--- config.mk ---
export PLATFORM = sky130hd
export DESIGN_NAME = isrs_divider
export DESIGN_NICKNAME = d
export VERILOG_FILES = /design/src/design/isrs_divider.sv
export SDC_FILE = /design/constraint.sdc
export NUM_CORES = 1
export LEC_CHECK = 0
export CORE_MARGIN = 4
export CORE_UTILIZATION = 45
export DETAILED_ROUTE_END_ITERATION = 6
export DONT_BUFFER_PORTS = 1
export GPL_ROUTABILITY_DRIVEN = 0
export PLACE_DENSITY = 0.65
export SLEW_MARGIN = 0
export SYNTH_ARGS = -nofsm -noshare
export SYNTH_HDL_FRONTEND = slang
export SYNTH_SLANG_ARGS = --single-unit
--- constraint.sdc ---
create_clock -name clk -period 3.6 [get_ports clk]
set_input_delay 0 -clock clk [delete_from_list [all_inputs] [get_ports clk]]
set_output_delay 0 -clock clk [all_outputs]
set_load 0.1 [all_outputs]
--- src/design/isrs_divider.sv ---
// Restoring remainder unit, one quotient bit per cycle
`timescale 1ns / 1ps
`default_nettype none

module isrs_divider #(
	parameter int DW = 31,
	parameter int CW = 9,
	localparam int CNTW = $clog2(DW + 1)
) (
	input  wire logic          clk,
	input  wire logic          arst_n,
	input  wire logic          go,
	input  wire logic [DW-1:0] dividend,
	input  wire logic [CW-1:0] divisor,
	output logic               done,
	output logic      [CW-1:0] rem
);

	logic [CNTW-1:0] cnt_q;
	logic [DW-1:0]   dvd_q;
	logic [CW-1:0]   dvs_q;
	logic [CW-1:0]   rem_q;
	logic            done_q;
	logic [CW:0]     trial;
	logic [CW:0]     diff;

	assign trial = {rem_q, dvd_q[DW-1]};
	assign diff  = trial - {1'b0, dvs_q};

	always_ff @(posedge clk or negedge arst_n) begin
		if (!arst_n) begin
			cnt_q  <= '0;
			done_q <= 1'b0;
		end else begin
			done_q <= 1'b0;
			if (go) begin
				cnt_q <= CNTW'(DW);
				dvd_q <= dividend;
				dvs_q <= divisor;
				rem_q <= '0;
			end else if (cnt_q != '0) begin
				// remainder stays below the divisor, so CW bits hold it
				if (trial >= {1'b0, dvs_q}) begin
					rem_q <= diff[CW-1:0];
				end else begin
					rem_q <= trial[CW-1:0];
				end
				dvd_q <= dvd_q << 1;
				cnt_q <= cnt_q - CNTW'(1);
				done_q <= (cnt_q == CNTW'(1));
			end
		end
	end

	assign done = done_q;
	assign rem  = rem_q;

endmodule

`default_nettype wire

=== After elaboration in Yosys (flattened, before gate mapping) ===
Index checks and enable logic that the tools add are counted.

* Flip-flop bits (word level): 55
* Input port bits: 43
* Logic and storage cells: 21

* Add/sub/neg operators: 2
* Magnitude comparators: 1
* Eq/ne operators: 1
* Multiplexer cells: 8
* Reduce and logical (&&, ||, !) cells: 4

{| class="wikitable"
|+ Operators with widths
! kind !! number
|-
| two-way mux 31 bit || 2
|-
| two-way mux 9 bit || 2
|-
| greater-or-equal comparator 10 x 9 -> 1 bit || 1
|-
| two-way mux 5 bit || 2
|-
| subtractor 9 bit || 1
|-
| == test 5 x 1 -> 1 bit, second input constant || 1
|-
| nonzero test 5 bit || 1
|-
| subtractor 5 x 1 -> 5 bit, second input constant || 1
|-
| AND reduction 2 bit || 2
|-
| two-way mux 1 bit || 2
|-
| nonzero test 2 bit || 1
|}

=== Longest topological paths before layout ===
* Depth after elaboration: 3
* Mapped depth: 10

=== Worst setup path after synthesis ===
No wires, ideal clock.

* Path type: reg-to-reg
* From: reg cnt_q[0]
* To: reg dvd_q[0], enable pin
* Data arrival time: 3.225 ns
* Required time: 3.133 ns
* Slack: -0.092 ns
* Stages on the path, launching flop included: 6
* Path through: dfrtp_1 > inv_1 > ha_1 > or3b_1 > nor2_2 > a21boi_0

* Word-level cells in the longest chain between the ends: 3

{| class="wikitable"
|+ RTL lines
! item !! line !! RTL
|-
| start, declared || 19 || <nowiki>logic [CNTW-1:0] cnt_q;</nowiki>
|-
| start signal, assigned || 37 || <nowiki>cnt_q <= CNTW'(DW);</nowiki>
|-
| start signal, assigned || 49 || <nowiki>cnt_q <= cnt_q - CNTW'(1);</nowiki>
|-
| nonzero test 5 bit || 41 || <nowiki>end else if (cnt_q != '0) begin</nowiki>
|-
| nonzero test 2 bit (no line) || n/a ||
|-
| AND reduction 2 bit (no line) || n/a ||
|-
| end signal, assigned || 38 || <nowiki>dvd_q <= dividend;</nowiki>
|-
| end signal, assigned || 48 || <nowiki>dvd_q <= dvd_q << 1;</nowiki>
|-
| end, declared || 20 || <nowiki>logic [DW-1:0] dvd_q;</nowiki>
|}

No other way between the ends.
A chain may end at the register's enable or synchronous reset.

=== Worst setup path in the final report ===
* From: reg dvd_q[30]
* To: reg rem_q[0], in the netlist rem[0] (data pin)

* Word-level cells in the longest chain between the ends: 3
* Elaborated cells on any way between the ends: 4
* Those cells by class: 1 x add/sub; 1 x order compare; 2 x mux

{| class="wikitable"
|+ RTL lines
! item !! line !! RTL
|-
| subtractor 9 bit or greater-or-equal comparator 10 x 9 -> 1 bit (tied branches) || 28, 43 ||
|-
| two-way mux 9 bit * || 43 || <nowiki>if (trial >= {1'b0, dvs_q}) begin</nowiki>
|-
| two-way mux 9 bit * || 41 ||
|-
| end signal, assigned || 44 || <nowiki>rem_q <= diff[CW-1:0];</nowiki>
|-
| end signal, assigned || 46 || <nowiki>rem_q <= trial[CW-1:0];</nowiki>
|-
| end, declared || 22 || <nowiki>logic [CW-1:0] rem_q;</nowiki>
|}

Mark *: on every way between the ends. The rest lies on a longest branch, timed or not.

==> reports/metrics.yaml <==
outcome:
  outcome: "complete, no violations"
drt:
  via_count: 1879
  dr.first_iter.drc_count: 159
  drc: 0
  viasPerCell: 5.48
  ant_nets: 0
  drt_pass1_iterations: 4
  wl_per_cell_um: 16.4
  wl_um: 5620
timing:
  rsz0062_at_grt: "false"
  hold_viol: 0
  worstMarginPinSlew_ns: 0.958
  period_share_pct: 75.9
  fmax_mhz: 366
  post-route-min-period_ns: 2.73
  setup_slack_ns: 0.866
  clock-skew-final_ns: 0.00677
  setup_tns_ns: 0
  relSlewSlack_pct: 36.1
  setup_viol: 0
  drv_slew: 0
logic_synthesis:
  ys_ff_latch: 55
  yosysMostFrequentCell: "edfxtp_1"
  synthArstFlopShare_pct: 10.9
  synthCells: 218
  yosysSeqAreaShare_pct: 57.4
  synth_top_flop_cell: "edfxtp_1"
  synth_cell_type_count: 45
  yosys-top-cells-count: "49 x edfxtp_1, 31 x mux2_2, 16 x inv_1, 15 x a21oi_1"
  synth_edf_count: 49
  yosys.area.top_type_share_pct: 52.1
  yosys.area.top_type: "edfxtp_1"
  synth.avg_cell_area_um2: 12.9
  synth_warnings: 0
  synthTopCellsByArea: "edfxtp_1 52%, mux2_2 12%, dfrtp_1 5.3%"
  synth_nets: 273
  synth_area_mm2: 0.00282
clock_tree:
  post_cts_buffers: 0
  clk_pin_slew_ns: 0.10
  cts_hold_buf: 43
  cts_tree: "yes"
  cts_root_buffer: "clkbuf_8"
  clk_latency_ns: 0.31
  cts_resized: 0
  h-tree-depth: 2
  clock_path_buffers: 2
  cts_buffers: 5
  cts.sinks: 55
final_layout:
  seq_area_mm2: 0.00162
  finalCoreUtilization_pct: 57.9
  nFillCells: 497
  drive_gt1_share_pct: 20.5
  areaGrowthSynthToFinish_pct: 23.0
  finalNetCount: 322
  multi_input_area_mm2: 0.00110
  antenna_cells: 0
worst_setup_path:
  cp.depth: 9
  ff2ff_setup_slack_ns: 0.87
  r2r_start: "dvd_q[30]"
  slowest_stage: "nor3_2"
  cp.buffers_inverters: 2
  max_stage_delay_ns: 0.50
  worst-r2r-cell-count: 9
  arrival_ns: 2.91
  cp_max_fo: 7
  crit_family: "compound AO/OA/AOI/OAI gates"
  crit_start: "dvd_q[30]"
  crit_path_end_kind: "register"
  crit_chain: "inv_1 > ha_1 > inv_1 > fa_1 > a21oi_1 > a211oi_2 > nor3_2 > mux2_2 > a21oi_1"
  worstSetupPathType: "reg2reg"
  required_ns: 3.77
  startpoint_type: "register"
global_routing:
  grt_pass1_vias: 2001
  antenna_found_initial: 0
  grt-ovfl-total: 0
  grt_max_degree: 34
  grt_pass1_wl_um: 9540
  gr-usage-all-layers_pct: 16.2
pwr:
  p_int_w: 0.00107
  power.switching_w: 0.000515
  swShare_pct: 32.4
  seqPwrFrac_pct: 50.0
  power_leakage_nw: 1.33
  powerDensity_mw_per_mm2: 458
  comb_power_share_pct: 28.1
  ir_drop_mv: 0.289
  p_clk_share_pct: 22.0
place:
  io_buffers: 0
  dp_hpwl_um: 3670
  pre_cts_ws_ns: 0.892
worst_hold_path:
  hold_path_class: "in2reg"
  hold_depth: 2
  min-delay-start: "go"
floorplan:
  die_w_um: 87.2
  die_area_mm2: 0.00760
  start_util_pct: 47.1
  rows: 28
  die_y_um: 87.2
  io_pins: 53
  core_area_mm2: 0.00599
flow_run:
  drv_cap: 0
worst reg2reg max path: cells and delay by family (launching register included):
family          cells  cell delay, ns
flops               1            0.37
buf+inv             2            0.14
compound gates      3            0.62
mux                 1            0.39
simple gates        1            0.50
fa+ha+maj           2            0.57
power groups by stage:
stage	combinational, W	clock (W)	sequential [W]
after floorplan	0.000233	0	0.000907
after global placement	0.000391	0	0.000807
after detailed placement	0.000395	0	0.000808
after CTS	0.000444	0.000362	0.000794
after global routing	0.000486	0.000386	0.000801
final	0.000446	0.000349	0.000794
flip-flops by register name (all words and copies together), names as in the netlist:
signal,cells
cnt_q,5
done,1
dvd_q,31
dvs_q,9
rem,9
placed cells by master (no fill, tap or decap), types with 2 or more instances in the layout:
master	netlist	final
a211o_1	3	3
a21oi_1	15	15
a31oi_1	2	2
and2_1	2	2
buf_4	0	9
clkbuf_8	0	5
dfrtp_1	6	6
dlygate4sd3_1	0	42
edfxtp_1	49	49
ha_1	11	11
inv_1	16	16
mux2_2	31	31
mux2i_1	3	3
nand2_1	11	11
nand3_1	5	5
nor2_1	6	6
nor3_1	2	2
o211ai_1	3	3
o21ai_0	11	11
o31ai_1	2	2
or3b_1	2	2
xnor2_1	4	4
xor2_1	3	3
metrics by stage:
step | instance area (um2) | power (W) | cells | hold WS (ns)
floorplan | 2820 | 0.00114 | 218 | -0.296
global placement | 2940 | 0.00120 | 292 | -0.295
detailed placement | 2940 | 0.00120 | 292 | -0.295
CTS | 3470 | 0.00160 | 343 | 0.0198
global route | 3470 | 0.00167 | 343 | 0.0597
finish | 3470 | 0.00159 | 343 | 0.0248
cells by family after synthesis:
family	share of synthesized area [%]
compound gates	10.1
flops	57.4
xor+xnor	2.17
fa+ha+maj	5.59
buf+inv	3.86
simple gates	7.45
mux	13.4
final timing paths:
kind / end
min: cnt_q[4]
max: rem[0]
min reg2reg: cnt_q[4]
min in group asynchronous: done
max in group asynchronous: cnt_q[4]
max reg2reg: rem[0]
cell type report:
| class | instances | share of cell area (%) |
|---|---|---|
| clock buffer | 5 | 1.98 |
| clock inverter | 3 | 0.649 |
| inverter | 16 | 1.73 |
| multi-input combinational | 137 | 31.6 |
| sequential | 55 | 46.7 |
| tap | 75 | 2.70 |
| timing repair buffer | 52 | 14.6 |
routing by layer:
metal  vias to the layer above  track usage, %  routed length [um]
li1                        908               -                   -
met1                       907            21.0                2480
met2                        59            27.3                2760
met3                         5            4.54                 332
met4                         0            3.49                  48
met5                         -               0                   0
Note: power is estimated with default switching activity, not from simulation.
